===== src/rtl/brtd_pkg.sv =====
// shared types, constants and the degree-to-angle table for the drive controller
`default_nettype none

package brtd_pkg;

  // binary angle width: a full circle is 2**ANGLE_BITS units
  localparam int ANGLE_BITS = 16;
  // compare width for heading error against the 15-bit tolerance
  localparam int CMP_W = (ANGLE_BITS > 15) ? ANGLE_BITS : 15;

  // configuration port
  localparam int CFG_ADDR_W = 5;
  localparam int CFG_DATA_W = 32;

  // drive commands
  localparam logic signed [8:0]  LIN_REVERSE = -9'sd150;
  localparam logic signed [8:0]  LIN_FORWARD = 9'sd200;
  localparam logic signed [10:0] TURN_RATE   = 11'sd785;
  localparam logic signed [20:0] WALL_CLAMP  = 21'sd500;

  // turn angle offsets in degrees
  localparam logic [6:0] SIDE_DEG_BASE  = 7'd5;
  localparam logic [6:0] FRONT_DEG_BASE = 7'd30;

  // reciprocals for the random reductions (exact over 16-bit inputs)
  localparam logic [15:0] RECIP_11 = 16'd47663;  // ceil(2**19 / 11)
  localparam int          SHIFT_11 = 19;
  localparam logic [16:0] RECIP_91 = 17'd92183;  // ceil(2**23 / 91)
  localparam int          SHIFT_91 = 23;

  typedef enum logic [1:0] {
    MODE_FWD  = 2'd0,
    MODE_REV  = 2'd1,
    MODE_TURN = 2'd2,
    MODE_HALT = 2'd3
  } mode_t;

  typedef enum logic [2:0] {
    BK_NONE    = 3'd0,
    BK_SIDE_L  = 3'd1,
    BK_SIDE_R  = 3'd2,
    BK_FRONT_L = 3'd3,
    BK_FRONT_R = 3'd4,
    BK_FRONT_C = 3'd5
  } bump_kind_t;

  typedef enum logic [2:0] {
    REG_DESIRED_WALL  = 3'd0,
    REG_WALL_GAIN     = 3'd1,
    REG_WALL_DETECT   = 3'd2,
    REG_OBSTACLE      = 3'd3,
    REG_REVERSE_TICKS = 3'd4,
    REG_RUN_TICKS     = 3'd5,
    REG_YAW_TOL       = 3'd6
  } reg_idx_t;

  typedef struct packed {
    logic [11:0] desired_wall_mm;
    logic [9:0]  wall_gain_q8;
    logic [12:0] wall_detect_mm;
    logic [12:0] obstacle_mm;
    logic [7:0]  reverse_ticks;
    logic [15:0] run_ticks;
    logic [14:0] yaw_tolerance;
  } cfg_t;

  // one tick after ingress preprocessing
  typedef struct packed {
    logic                   any_bump;
    bump_kind_t             bump_kind;
    logic [ANGLE_BITS-1:0]  heading;
    logic [3:0]             rnd_mod11;
    logic [6:0]             rnd_mod91;
    logic                   rside_right;
    logic                   away_left;
    logic                   obstacle;
    logic                   wall_near;
    logic signed [10:0]     wall_ang;
  } stage_t;

  typedef struct packed {
    logic halted;
    logic reversing;
    logic turning;
  } status_t;

  // degrees to binary angle, rounded to nearest, ties up
  localparam int DEG_TBL_DEPTH = 128;
  typedef logic [ANGLE_BITS-1:0] deg_tbl_t [0:DEG_TBL_DEPTH-1];

  function automatic deg_tbl_t build_deg_tbl();
    deg_tbl_t tbl;
    for (int i = 0; i < DEG_TBL_DEPTH; i++) begin
      tbl[i] = ANGLE_BITS'(((64'(i) << ANGLE_BITS) + 64'd180) / 64'd360);
    end
    return tbl;
  endfunction

  localparam deg_tbl_t DEG_TBL = build_deg_tbl();

endpackage

`default_nettype wire


===== src/rtl/brtd_in_if.sv =====
// input channel: one control tick per beat
`default_nettype none

interface brtd_in_if;
  logic               valid;
  logic               ready;
  logic               bump_side_left;
  logic               bump_side_right;
  logic               bump_fore_left;
  logic               bump_fore_right;
  logic               bump_fore_center;
  logic signed [15:0] heading;
  logic [15:0]        front_min_mm;
  logic [15:0]        left_side_mm;
  logic [15:0]        right_side_mm;
  logic [15:0]        right_wall_mm;
  logic [15:0]        random_angle;
  logic               random_side;

  modport source (
    output valid, bump_side_left, bump_side_right, bump_fore_left, bump_fore_right,
           bump_fore_center, heading, front_min_mm, left_side_mm, right_side_mm,
           right_wall_mm, random_angle, random_side,
    input  ready
  );

  modport sink (
    input  valid, bump_side_left, bump_side_right, bump_fore_left, bump_fore_right,
           bump_fore_center, heading, front_min_mm, left_side_mm, right_side_mm,
           right_wall_mm, random_angle, random_side,
    output ready
  );
endinterface

`default_nettype wire


===== src/rtl/brtd_out_if.sv =====
// result channel: one drive command per beat
`default_nettype none

interface brtd_out_if;
  logic               valid;
  logic               ready;
  logic signed [8:0]  linear_mm_s;
  logic signed [10:0] angular_mrad_s;
  logic [1:0]         mode;

  modport source (
    output valid, linear_mm_s, angular_mrad_s, mode,
    input  ready
  );

  modport sink (
    input  valid, linear_mm_s, angular_mrad_s, mode,
    output ready
  );
endinterface

`default_nettype wire


===== src/rtl/brtd_cfg_regs.sv =====
// apb configuration registers
`default_nettype none

module brtd_cfg_regs
  import brtd_pkg::*;
(
  input  wire logic                  clk,
  input  wire logic                  rst_n,
  input  wire logic                  psel,
  input  wire logic                  penable,
  input  wire logic                  pwrite,
  input  wire logic [CFG_ADDR_W-1:0] paddr,
  input  wire logic [CFG_DATA_W-1:0] pwdata,
  output logic      [CFG_DATA_W-1:0] prdata,
  output logic                       pready,
  output cfg_t                       cfg
);

  cfg_t cfg_r;
  logic wr_en;
  logic [2:0] reg_idx;

  assign pready  = 1'b1;
  assign wr_en   = psel && penable && pwrite;
  assign reg_idx = paddr[CFG_ADDR_W-1:2];
  assign cfg     = cfg_r;

  // register writes
  always_ff @(posedge clk) begin
    if (!rst_n) begin
      cfg_r.desired_wall_mm <= 12'd600;
      cfg_r.wall_gain_q8    <= 10'd205;
      cfg_r.wall_detect_mm  <= 13'd1000;
      cfg_r.obstacle_mm     <= 13'd500;
      cfg_r.reverse_ticks   <= 8'd5;
      cfg_r.run_ticks       <= 16'd4800;
      cfg_r.yaw_tolerance   <= 15'd1043;
    end else if (wr_en) begin
      case (reg_idx)
        REG_DESIRED_WALL:  cfg_r.desired_wall_mm <= pwdata[11:0];
        REG_WALL_GAIN:     cfg_r.wall_gain_q8    <= pwdata[9:0];
        REG_WALL_DETECT:   cfg_r.wall_detect_mm  <= pwdata[12:0];
        REG_OBSTACLE:      cfg_r.obstacle_mm     <= pwdata[12:0];
        REG_REVERSE_TICKS: cfg_r.reverse_ticks   <= pwdata[7:0];
        REG_RUN_TICKS:     cfg_r.run_ticks       <= pwdata[15:0];
        REG_YAW_TOL:       cfg_r.yaw_tolerance   <= pwdata[14:0];
        default: ;
      endcase
    end
  end

  // read mux
  always_comb begin
    case (reg_idx)
      REG_DESIRED_WALL:  prdata = CFG_DATA_W'(cfg_r.desired_wall_mm);
      REG_WALL_GAIN:     prdata = CFG_DATA_W'(cfg_r.wall_gain_q8);
      REG_WALL_DETECT:   prdata = CFG_DATA_W'(cfg_r.wall_detect_mm);
      REG_OBSTACLE:      prdata = CFG_DATA_W'(cfg_r.obstacle_mm);
      REG_REVERSE_TICKS: prdata = CFG_DATA_W'(cfg_r.reverse_ticks);
      REG_RUN_TICKS:     prdata = CFG_DATA_W'(cfg_r.run_ticks);
      REG_YAW_TOL:       prdata = CFG_DATA_W'(cfg_r.yaw_tolerance);
      default:           prdata = '0;
    endcase
  end

endmodule

`default_nettype wire


===== src/rtl/brtd_ingress.sv =====
// input register with state-independent preprocessing of each tick
`default_nettype none

module brtd_ingress
  import brtd_pkg::*;
(
  input  wire logic clk,
  input  wire logic rst_n,
  brtd_in_if.sink   in_ch,
  input  cfg_t      cfg,
  input  wire logic take,
  output logic      stage_valid,
  output stage_t    stage
);

  logic       stage_valid_r;
  stage_t     stage_r;
  stage_t     stage_nxt;
  logic       accept;

  logic [31:0]        prod11;
  logic [12:0]        q11;
  logic [32:0]        prod91;
  logic [9:0]         q91;
  logic signed [16:0] wall_err;
  logic signed [27:0] wall_prod;
  logic signed [28:0] wall_sum;
  logic signed [20:0] wall_q;

  assign in_ch.ready = !stage_valid_r || take;
  assign accept      = in_ch.valid && in_ch.ready;
  assign stage_valid = stage_valid_r;
  assign stage       = stage_r;

  // random reductions by reciprocal multiply
  assign prod11 = in_ch.random_angle * RECIP_11;
  assign q11    = prod11[SHIFT_11 +: 13];
  assign prod91 = {1'b0, in_ch.random_angle} * {16'd0, RECIP_91};
  assign q91    = prod91[SHIFT_91 +: 10];

  // proportional wall term, floor((-gain * err + 128) / 256)
  assign wall_err  = $signed({1'b0, in_ch.right_wall_mm}) -
                     $signed({5'd0, cfg.desired_wall_mm});
  assign wall_prod = $signed({1'b0, cfg.wall_gain_q8}) * wall_err;
  assign wall_sum  = 29'sd128 - 29'(wall_prod);
  assign wall_q    = 21'(wall_sum >>> 8);

  always_comb begin
    stage_nxt.any_bump = in_ch.bump_side_left | in_ch.bump_side_right |
                         in_ch.bump_fore_left | in_ch.bump_fore_right |
                         in_ch.bump_fore_center;
    // first pressed bumper wins
    if (in_ch.bump_side_left)       stage_nxt.bump_kind = BK_SIDE_L;
    else if (in_ch.bump_side_right) stage_nxt.bump_kind = BK_SIDE_R;
    else if (in_ch.bump_fore_left)  stage_nxt.bump_kind = BK_FRONT_L;
    else if (in_ch.bump_fore_right) stage_nxt.bump_kind = BK_FRONT_R;
    else                            stage_nxt.bump_kind = BK_FRONT_C;

    stage_nxt.heading     = ANGLE_BITS'(in_ch.heading);
    stage_nxt.rnd_mod11   = 4'(in_ch.random_angle - ({3'd0, q11} * 16'd11));
    stage_nxt.rnd_mod91   = 7'(in_ch.random_angle - ({6'd0, q91} * 16'd91));
    stage_nxt.rside_right = in_ch.random_side;
    stage_nxt.away_left   = !(in_ch.left_side_mm < in_ch.right_side_mm);
    stage_nxt.obstacle    = in_ch.front_min_mm < {3'd0, cfg.obstacle_mm};
    stage_nxt.wall_near   = in_ch.right_wall_mm < {3'd0, cfg.wall_detect_mm};

    // clamp to the steering limit
    if (wall_q > WALL_CLAMP)       stage_nxt.wall_ang = 11'(WALL_CLAMP);
    else if (wall_q < -WALL_CLAMP) stage_nxt.wall_ang = 11'(-WALL_CLAMP);
    else                           stage_nxt.wall_ang = 11'(wall_q);
  end

  // stage valid
  always_ff @(posedge clk) begin
    if (!rst_n) begin
      stage_valid_r <= 1'b0;
    end else if (accept) begin
      stage_valid_r <= 1'b1;
    end else if (take) begin
      stage_valid_r <= 1'b0;
    end
  end

  // stage payload
  always_ff @(posedge clk) begin
    if (accept) begin
      stage_r <= stage_nxt;
    end
  end

endmodule

`default_nettype wire


===== src/rtl/brtd_core.sv =====
// drive decision, controller state and result register
`default_nettype none

module brtd_core
  import brtd_pkg::*;
(
  input  wire logic clk,
  input  wire logic rst_n,
  input  cfg_t      cfg,
  input  wire logic stage_valid,
  input  stage_t    stage,
  output logic      take,
  output status_t   status,
  brtd_out_if.source out_ch
);

  // controller state
  logic                  halted_r,    halted_nxt;
  logic                  reversing_r, reversing_nxt;
  logic                  turning_r,   turning_nxt;
  logic                  turn_left_r, turn_left_nxt;
  logic [15:0]           tick_r,      tick_nxt;
  logic [7:0]            rev_cnt_r,   rev_cnt_nxt;
  bump_kind_t            kind_r,      kind_nxt;
  logic [ANGLE_BITS-1:0] target_r,    target_nxt;

  // result register
  logic               out_valid_r, out_valid_nxt;
  logic signed [8:0]  lin_r,  lin_nxt;
  logic signed [10:0] ang_r,  ang_nxt;
  mode_t              mode_r, mode_nxt;

  // turn start helpers
  logic                  kind_left;
  logic                  kind_side;
  logic                  start_left;
  logic                  start_side;
  logic [6:0]            deg;
  logic [ANGLE_BITS-1:0] delta;
  logic [ANGLE_BITS-1:0] start_target;
  logic [ANGLE_BITS-1:0] diff;
  logic [ANGLE_BITS-1:0] mag;
  logic                  on_heading;
  logic [7:0]            rev_cnt_inc;

  assign take   = stage_valid && (!out_valid_r || out_ch.ready);
  assign status = '{halted: halted_r, reversing: reversing_r, turning: turning_r};

  assign out_ch.valid          = out_valid_r;
  assign out_ch.linear_mm_s    = lin_r;
  assign out_ch.angular_mrad_s = ang_r;
  assign out_ch.mode           = mode_r;

  // direction and angle class from the bumper that was hit
  always_comb begin
    case (kind_r)
      BK_SIDE_L: begin
        kind_left = 1'b0;
        kind_side = 1'b1;
      end
      BK_SIDE_R: begin
        kind_left = 1'b1;
        kind_side = 1'b1;
      end
      BK_FRONT_L: begin
        kind_left = 1'b0;
        kind_side = 1'b0;
      end
      BK_FRONT_R: begin
        kind_left = 1'b1;
        kind_side = 1'b0;
      end
      BK_FRONT_C: begin
        kind_left = stage.away_left;
        kind_side = 1'b0;
      end
      default: begin
        kind_left = !stage.rside_right;
        kind_side = 1'b0;
      end
    endcase
  end

  // new turn target, from a bump after reversing or from an obstacle
  assign start_left   = reversing_r ? kind_left : stage.away_left;
  assign start_side   = reversing_r && kind_side;
  assign deg          = start_side ? (SIDE_DEG_BASE + {3'd0, stage.rnd_mod11})
                                   : (FRONT_DEG_BASE + stage.rnd_mod91);
  assign delta        = DEG_TBL[deg];
  assign start_target = start_left ? (stage.heading + delta) : (stage.heading - delta);

  // heading error magnitude, half circle counts as half circle
  assign diff       = target_r - stage.heading;
  assign mag        = diff[ANGLE_BITS-1] ? (~diff + 1'b1) : diff;
  assign on_heading = CMP_W'(mag) < CMP_W'(cfg.yaw_tolerance);

  assign rev_cnt_inc = (rev_cnt_r == 8'hFF) ? rev_cnt_r : (rev_cnt_r + 8'd1);

  always_comb begin
    halted_nxt    = halted_r;
    reversing_nxt = reversing_r;
    turning_nxt   = turning_r;
    turn_left_nxt = turn_left_r;
    tick_nxt      = tick_r;
    rev_cnt_nxt   = rev_cnt_r;
    kind_nxt      = kind_r;
    target_nxt    = target_r;
    lin_nxt       = '0;
    ang_nxt       = '0;
    mode_nxt      = MODE_FWD;

    if (halted_r || (tick_r >= cfg.run_ticks)) begin
      halted_nxt = 1'b1;
      mode_nxt   = MODE_HALT;
    end else begin
      tick_nxt = tick_r + 16'd1;
      if (stage.any_bump && !reversing_r) begin
        // new bump starts a reverse
        reversing_nxt = 1'b1;
        rev_cnt_nxt   = '0;
        turning_nxt   = 1'b0;
        kind_nxt      = stage.bump_kind;
        lin_nxt       = LIN_REVERSE;
        mode_nxt      = MODE_REV;
      end else if (reversing_r) begin
        rev_cnt_nxt = rev_cnt_inc;
        if (rev_cnt_inc < cfg.reverse_ticks) begin
          lin_nxt  = LIN_REVERSE;
          mode_nxt = MODE_REV;
        end else begin
          // reverse done, turn away
          reversing_nxt = 1'b0;
          turning_nxt   = 1'b1;
          turn_left_nxt = start_left;
          target_nxt    = start_target;
          ang_nxt       = start_left ? TURN_RATE : -TURN_RATE;
          mode_nxt      = MODE_TURN;
        end
      end else if (turning_r) begin
        if (on_heading) begin
          turning_nxt = 1'b0;
          lin_nxt     = LIN_FORWARD;
        end else begin
          ang_nxt  = turn_left_r ? TURN_RATE : -TURN_RATE;
          mode_nxt = MODE_TURN;
        end
      end else if (stage.obstacle) begin
        turning_nxt   = 1'b1;
        turn_left_nxt = start_left;
        target_nxt    = start_target;
        ang_nxt       = start_left ? TURN_RATE : -TURN_RATE;
        mode_nxt      = MODE_TURN;
      end else begin
        lin_nxt = LIN_FORWARD;
        ang_nxt = stage.wall_near ? stage.wall_ang : 11'sd0;
      end
    end
  end

  // result valid
  always_comb begin
    if (take) begin
      out_valid_nxt = 1'b1;
    end else if (out_ch.ready) begin
      out_valid_nxt = 1'b0;
    end else begin
      out_valid_nxt = out_valid_r;
    end
  end

  // control state
  always_ff @(posedge clk) begin
    if (!rst_n) begin
      halted_r    <= 1'b0;
      reversing_r <= 1'b0;
      turning_r   <= 1'b0;
      turn_left_r <= 1'b1;
      tick_r      <= '0;
      rev_cnt_r   <= '0;
      kind_r      <= BK_NONE;
      target_r    <= '0;
      out_valid_r <= 1'b0;
    end else begin
      out_valid_r <= out_valid_nxt;
      if (take) begin
        halted_r    <= halted_nxt;
        reversing_r <= reversing_nxt;
        turning_r   <= turning_nxt;
        turn_left_r <= turn_left_nxt;
        tick_r      <= tick_nxt;
        rev_cnt_r   <= rev_cnt_nxt;
        kind_r      <= kind_nxt;
        target_r    <= target_nxt;
      end
    end
  end

  // result payload
  always_ff @(posedge clk) begin
    if (take) begin
      lin_r  <= lin_nxt;
      ang_r  <= ang_nxt;
      mode_r <= mode_nxt;
    end
  end

endmodule

`default_nettype wire


===== src/rtl/bump_reverse_turn_drive_controller.sv =====
// top level of the bump, reverse and turn drive controller
`default_nettype none

// Each input beat is one control tick and yields exactly one drive command
// beat (linear speed, turn rate, mode). The block takes one tick per clock
// cycle while the result side is not stalled. The tick lands in an input
// register, where the random reductions and the wall-following term are
// prepared; the decision and controller state update then fill the result
// register, from which the command is presented. A stalled result holds the
// input register, so at most one more tick is accepted behind it.
// Configuration is written over the APB port at byte address 4*index; reset
// brings every configuration register to its default and the controller to
// forward. Once the run limit is reached the block reports halted until
// reset.
module bump_reverse_turn_drive_controller
  import brtd_pkg::*;
(
  input  wire logic                  clk,
  input  wire logic                  rst_n,
  brtd_in_if.sink                    in_ch,
  brtd_out_if.source                 out_ch,
  input  wire logic                  cfg_psel,
  input  wire logic                  cfg_penable,
  input  wire logic                  cfg_pwrite,
  input  wire logic [CFG_ADDR_W-1:0] cfg_paddr,
  input  wire logic [CFG_DATA_W-1:0] cfg_pwdata,
  output logic      [CFG_DATA_W-1:0] cfg_prdata,
  output logic                       cfg_pready
);

  cfg_t    cfg;
  stage_t  stage;
  logic    stage_valid;
  logic    take;
  status_t status;

  // configuration registers
  brtd_cfg_regs u_cfg (
    .clk     (clk),
    .rst_n   (rst_n),
    .psel    (cfg_psel),
    .penable (cfg_penable),
    .pwrite  (cfg_pwrite),
    .paddr   (cfg_paddr),
    .pwdata  (cfg_pwdata),
    .prdata  (cfg_prdata),
    .pready  (cfg_pready),
    .cfg     (cfg)
  );

  // input register
  brtd_ingress u_ingress (
    .clk         (clk),
    .rst_n       (rst_n),
    .in_ch       (in_ch),
    .cfg         (cfg),
    .take        (take),
    .stage_valid (stage_valid),
    .stage       (stage)
  );

  // decision and result register
  brtd_core u_core (
    .clk         (clk),
    .rst_n       (rst_n),
    .cfg         (cfg),
    .stage_valid (stage_valid),
    .stage       (stage),
    .take        (take),
    .status      (status),
    .out_ch      (out_ch)
  );

  // halt is sticky until reset
  a_halt_sticky : assert property (@(posedge clk) disable iff (!rst_n)
    status.halted |=> status.halted)
    else $error("halt state cleared without reset");

  // never reversing and turning at once
  a_rev_turn_excl : assert property (@(posedge clk) disable iff (!rst_n)
    $onehot0({status.reversing, status.turning}))
    else $error("reversing and turning both set");

  // a halted command beat implies the halt state
  a_halt_mode : assert property (@(posedge clk) disable iff (!rst_n)
    (out_ch.valid && (out_ch.mode == MODE_HALT)) |-> status.halted)
    else $error("halted mode reported while not halted");

  // a turn beat carries full turn rate and no forward speed
  a_turn_cmd : assert property (@(posedge clk) disable iff (!rst_n)
    (out_ch.valid && (out_ch.mode == MODE_TURN)) |->
      ((out_ch.linear_mm_s == 9'sd0) &&
       ((out_ch.angular_mrad_s == TURN_RATE) || (out_ch.angular_mrad_s == -TURN_RATE))))
    else $error("turn beat with wrong command");

endmodule

`default_nettype wire


===== src/flat_wrapper.sv =====
// flat-port wrapper written by rule: the top's interface ports become plain ports
module bump_reverse_turn_drive_controller_flat import brtd_pkg::*;
  (clk, rst_n, cfg_psel, cfg_penable, cfg_pwrite, cfg_paddr, cfg_pwdata, cfg_prdata, cfg_pready, in_ch_valid, in_ch_bump_side_left, in_ch_bump_side_right, in_ch_bump_fore_left, in_ch_bump_fore_right, in_ch_bump_fore_center, in_ch_heading, in_ch_front_min_mm, in_ch_left_side_mm, in_ch_right_side_mm, in_ch_right_wall_mm, in_ch_random_angle, in_ch_random_side, in_ch_ready, out_ch_valid, out_ch_linear_mm_s, out_ch_angular_mrad_s, out_ch_mode, out_ch_ready);
  brtd_in_if in_ch_i ();
  brtd_out_if out_ch_i ();
  input  wire logic clk;
  input  wire logic rst_n;
  input  wire logic cfg_psel;
  input  wire logic cfg_penable;
  input  wire logic cfg_pwrite;
  input  wire logic [CFG_ADDR_W-1:0] cfg_paddr;
  input  wire logic [CFG_DATA_W-1:0] cfg_pwdata;
  output logic      [CFG_DATA_W-1:0] cfg_prdata;
  output logic cfg_pready;
  input wire logic [$bits(in_ch_i.valid)-1:0] in_ch_valid;
  input wire logic [$bits(in_ch_i.bump_side_left)-1:0] in_ch_bump_side_left;
  input wire logic [$bits(in_ch_i.bump_side_right)-1:0] in_ch_bump_side_right;
  input wire logic [$bits(in_ch_i.bump_fore_left)-1:0] in_ch_bump_fore_left;
  input wire logic [$bits(in_ch_i.bump_fore_right)-1:0] in_ch_bump_fore_right;
  input wire logic [$bits(in_ch_i.bump_fore_center)-1:0] in_ch_bump_fore_center;
  input wire logic [$bits(in_ch_i.heading)-1:0] in_ch_heading;
  input wire logic [$bits(in_ch_i.front_min_mm)-1:0] in_ch_front_min_mm;
  input wire logic [$bits(in_ch_i.left_side_mm)-1:0] in_ch_left_side_mm;
  input wire logic [$bits(in_ch_i.right_side_mm)-1:0] in_ch_right_side_mm;
  input wire logic [$bits(in_ch_i.right_wall_mm)-1:0] in_ch_right_wall_mm;
  input wire logic [$bits(in_ch_i.random_angle)-1:0] in_ch_random_angle;
  input wire logic [$bits(in_ch_i.random_side)-1:0] in_ch_random_side;
  output wire logic [$bits(in_ch_i.ready)-1:0] in_ch_ready;
  output wire logic [$bits(out_ch_i.valid)-1:0] out_ch_valid;
  output wire logic [$bits(out_ch_i.linear_mm_s)-1:0] out_ch_linear_mm_s;
  output wire logic [$bits(out_ch_i.angular_mrad_s)-1:0] out_ch_angular_mrad_s;
  output wire logic [$bits(out_ch_i.mode)-1:0] out_ch_mode;
  input wire logic [$bits(out_ch_i.ready)-1:0] out_ch_ready;
  assign in_ch_i.valid = in_ch_valid;
  assign in_ch_i.bump_side_left = in_ch_bump_side_left;
  assign in_ch_i.bump_side_right = in_ch_bump_side_right;
  assign in_ch_i.bump_fore_left = in_ch_bump_fore_left;
  assign in_ch_i.bump_fore_right = in_ch_bump_fore_right;
  assign in_ch_i.bump_fore_center = in_ch_bump_fore_center;
  assign in_ch_i.heading = in_ch_heading;
  assign in_ch_i.front_min_mm = in_ch_front_min_mm;
  assign in_ch_i.left_side_mm = in_ch_left_side_mm;
  assign in_ch_i.right_side_mm = in_ch_right_side_mm;
  assign in_ch_i.right_wall_mm = in_ch_right_wall_mm;
  assign in_ch_i.random_angle = in_ch_random_angle;
  assign in_ch_i.random_side = in_ch_random_side;
  assign in_ch_ready = in_ch_i.ready;
  assign out_ch_valid = out_ch_i.valid;
  assign out_ch_linear_mm_s = out_ch_i.linear_mm_s;
  assign out_ch_angular_mrad_s = out_ch_i.angular_mrad_s;
  assign out_ch_mode = out_ch_i.mode;
  assign out_ch_i.ready = out_ch_ready;
  bump_reverse_turn_drive_controller u_core (.clk(clk), .rst_n(rst_n), .in_ch(in_ch_i), .out_ch(out_ch_i), .cfg_psel(cfg_psel), .cfg_penable(cfg_penable), .cfg_pwrite(cfg_pwrite), .cfg_paddr(cfg_paddr), .cfg_pwdata(cfg_pwdata), .cfg_prdata(cfg_prdata), .cfg_pready(cfg_pready));
endmodule

===== config.mk =====
export PLATFORM = sky130hd
export DESIGN_NAME = bump_reverse_turn_drive_controller_flat
export DESIGN_NICKNAME = d
export VERILOG_FILES = /design/src/rtl/brtd_pkg.sv /design/src/rtl/brtd_in_if.sv /design/src/rtl/brtd_out_if.sv /design/src/rtl/brtd_cfg_regs.sv /design/src/rtl/brtd_ingress.sv /design/src/rtl/brtd_core.sv /design/src/rtl/bump_reverse_turn_drive_controller.sv /design/src/flat_wrapper.sv
export SDC_FILE = /design/constraint.sdc
export NUM_CORES = 2
export LEC_CHECK = 0
export BUFFER_PORTS_ARGS = -buffer_cell sky130_fd_sc_hd__clkbuf_2
export CAP_MARGIN = 0
export CORE_MARGIN = 2
export CORE_UTILIZATION = 30
export DETAILED_ROUTE_END_ITERATION = 12
export GPL_ROUTABILITY_DRIVEN = 1
export PLACE_DENSITY = 0.5
export SLEW_MARGIN = 20
export SYNTH_ARGS = -nofsm -noshare
export SYNTH_HDL_FRONTEND = slang
export SYNTH_SLANG_ARGS = --single-unit
export TNS_END_PERCENT = 1

===== constraint.sdc =====
create_clock -name clk -period 19.11 [get_ports clk]
set_clock_uncertainty 0.05 [all_clocks]
set_input_delay 5.733 -clock clk [delete_from_list [all_inputs] [get_ports clk]]
set_output_delay 5.733 -clock clk [all_outputs]
set_load 0.02 [all_outputs]

==> impl_metrics.tcl <==
set metrics [dict create \
    start_util_pct 30.1 \
    critical_path_arrival_ns 15.17 \
    required_ns 19.30 \
    wl_per_cell_um 17.6 \
    cpMostUsedCell "fa_1" \
    hold_viol 0 \
    ys.warnings.count 0 \
    critPathMaxFanout 10 \
    cts_buffer_depth 2 \
    status "finished clean" \
    cts_sinks 198 \
    synth_top_area_share_pct 20.0 \
    hp-class "flip-flop to flip-flop" \
    die_h_um 323 \
    cts_tree "yes" \
    fmax_ghz 0.0668 \
    groute.usage.overall_pct 17.0 \
    synthToLayoutAreaGrowth_pct 9.07 \
    whs_ns 0.425 \
    cts_buffers 17 \
    place_congestion 0.888 \
    period_needed_ns 14.98 \
    slowest_delay_ns 0.65 \
    fin_crit_sh_pct 78.4 \
    cts_setup_buffers 0 \
    yosysSeqAreaShare_pct 15.0 \
    path_clk_slew_ns 0.09 \
    grt_pass1_wl_um 137000 \
    cp-end-kind "flip-flop" \
    setup_violations 0 \
    grt-ovfl-total 0 \
    synth.distinct_cells 108 \
    root_buffer "clkbuf_16" \
    grt_pass1_vias 23400 \
    finalWorstSetupSlack_ns 4.13 \
    pin_count 203 \
    htreeDepth 4 \
    synthTopCellsByCount "670 x inv_1, 449 x ha_1, 305 x fa_1, 304 x nand2_1, 140 x a21oi_1" \
    core.rowCount 117 \
    setup_tns_ns 0 \
    slew_headroom_pct 32.9 \
    synth.most_common_cell "inv_1" \
    grt_max_degree 74 \
    ys_seq_elements 198 \
    drt_wl_total_um 87500 \
    ant_nets 0 \
    syn_avg_cell_area_um2 8.68 \
    synth_edf_count 62 \
    drt_pass1_iterations 5 \
    crit_type "primary input to flip-flop" \
    drv_slew 0 \
    coreArea_mm2 0.101 \
    syn_area_mm2 0.0305 \
    dpl.hpwl_um 71200 \
    nets 4506 \
    seq_area_mm2 0.00458 \
    place_ws_ns 3.77 \
    portBuffers 164 \
    worst_pin_slew_ns 1.00 \
    rsz0062_at_grt "false" \
    drive_gt1_share_pct 8.29 \
    start_kind "primary input" \
    cts_resized 0 \
    synth.top_cells.by_area "fa_1 20%, ha_1 18%, dfxtp_1 8.9%" \
    antenna_found_initial 12 \
    maxCapViolations 0 \
    async_reset_ff_share_pct 0 \
    synth_area_leader_cell "fa_1" \
    die_area_mm2 0.104 \
    crit_slowest_cell "xor2_1" \
    clk-insertion-delay-late_ns 0.49 \
    ys.flop_type "dfxtp_1" \
    multiInputGateArea_mm2 0.0229 \
    die_x_um 323 \
    holdBufCountCts 0 \
    drc_errors 0 \
    fillers 10800 \
    worst-path-buf-inv 5 \
    vias_per_cell 4.80 \
    drt_iter0_drc 1424 \
    vias 23900 \
    cp_top_family "adder cells" \
    netlist_instances 3517 \
]
==> path summary, 6_finish.rpt <==
path	start	to	cells past startpoint	slack [ns]
hold reg to reg	u_core.u_cfg.cfg[53]$_SDFFE_PN0P_	u_core.u_cfg.cfg[53]$_SDFFE_PN0P_	2	0.42
setup reg to reg	u_core.u_cfg.cfg[75]$_SDFFE_PN0P_	u_core.u_ingress.stage[2]$_SDFFCE_PP1P_	34	9.12
setup / recovery	in_ch_right_wall_mm[0]	u_core.u_ingress.stage[2]$_SDFFCE_PP1P_	36	4.13
hold / removal	u_core.u_cfg.cfg[53]$_SDFFE_PN0P_	u_core.u_cfg.cfg[53]$_SDFFE_PN0P_	2	0.42
==> kinds of logic after synthesis <==
logic type | after synthesis | share of synthesized area (%)
compound gates | 668 | 15.1
other cells | 2 | 0.0246
mux | 50 | 1.97
simple gates | 873 | 14.2
buf+inv | 809 | 10.4
flops | 198 | 15.0
xor+xnor | 163 | 4.79
fa+ha+maj | 754 | 38.4
==> cells in the final DEF, fill, tap and decap left out, types with 10 or more instances in the layout <==
master	netlist	final
nand4_1	12	12
xnor2_1	121	121
nand2_1	304	304
xor2_1	38	38
nand3_1	67	67
o22ai_1	12	12
a31oi_1	17	17
nand2b_1	31	31
o211ai_1	43	43
a211oi_1	11	11
nor2b_1	86	85
edfxtp_1	62	62
or3_1	15	15
and2_1	110	109
inv_1	670	670
nor3_1	43	40
a22oi_1	21	21
conb_1	2	20
mux2_2	12	12
clkbuf_2	0	163
and3_1	22	22
buf_4	29	25
o21a_1	19	19
nor2_1	131	131
a21oi_1	140	140
o31ai_1	12	12
o21bai_1	18	18
o21ai_0	114	114
ha_1	449	449
mux2i_1	31	31
fa_1	305	305
clkbuf_16	0	18
a21o_1	53	53
a211o_1	13	13
nor4_1	10	10
a21boi_0	83	83
dfxtp_1	136	136
==> flip-flops by register name, indices dropped and copies added, names as in the netlist <==
name,count
u_core.u_cfg.cfg,87
u_core.u_ingress.stage,46
u_core.u_core.target_r,16
u_core.u_core.tick_r,16
u_core.u_core.out_ch.angular_mrad_s,11
u_core.u_core.rev_cnt_r,8
u_core.u_core.kind_r,3
u_core.u_core.out_ch.linear_mm_s,3
u_core.u_core.out_ch.mode,2
u_core.u_core.halted_r,1
u_core.u_core.out_ch.valid,1
u_core.u_core.reversing_r,1
u_core.u_core.turn_left_r,1
u_core.u_core.turning_r,1
u_core.u_ingress.stage_valid,1
==> final cells by class <==
| class | instances | share of cell area, % |
|---|---|---|
| multi-input combinational | 2528 | 68.6 |
| sequential | 198 | 13.8 |
| inverter | 673 | 7.58 |
| tap | 1368 | 5.14 |
| timing repair buffer | 188 | 3.01 |
| clock buffer | 18 | 1.35 |
| clock inverter | 13 | 0.522 |
| antenna | 1 | 0.00751 |
==> routing by layer <==
layer / track usage (%) / up-vias / part of all wire, %
met5: 0 / - / 0.083
li1: - / 11800 / -
met3: 2.61 / 75 / 4.7
met1: 23.7 / 11600 / 47
met2: 27.5 / 509 / 46
met4: 3.71 / 12 / 1.7
==> worst reg2reg max path, delay by kind of cell (launching register included) <==
kind / cells / cell delay, ns
fa+ha+maj: 8 / 3.56
buf+inv: 3 / 0.14
flops: 1 / 0.37
simple gates: 7 / 1.44
compound gates: 14 / 3.10
xor+xnor: 1 / 0.65
mux: 1 / 0.42
==> metrics by stage <==
stage / util, % / std cells / cell area, µm²
detailed placement: 32.3 / 4955 / 32700
finish: 32.9 / 4987 / 33300
CTS: 32.9 / 4986 / 33300
global placement: 32.3 / 4955 / 32700
floorplan: - / 3535 / 30600
global route: 32.9 / 4986 / 33300
Power is not shown: default switching activity piles up to over one toggle a cycle in this logic, so the estimate is an artifact.
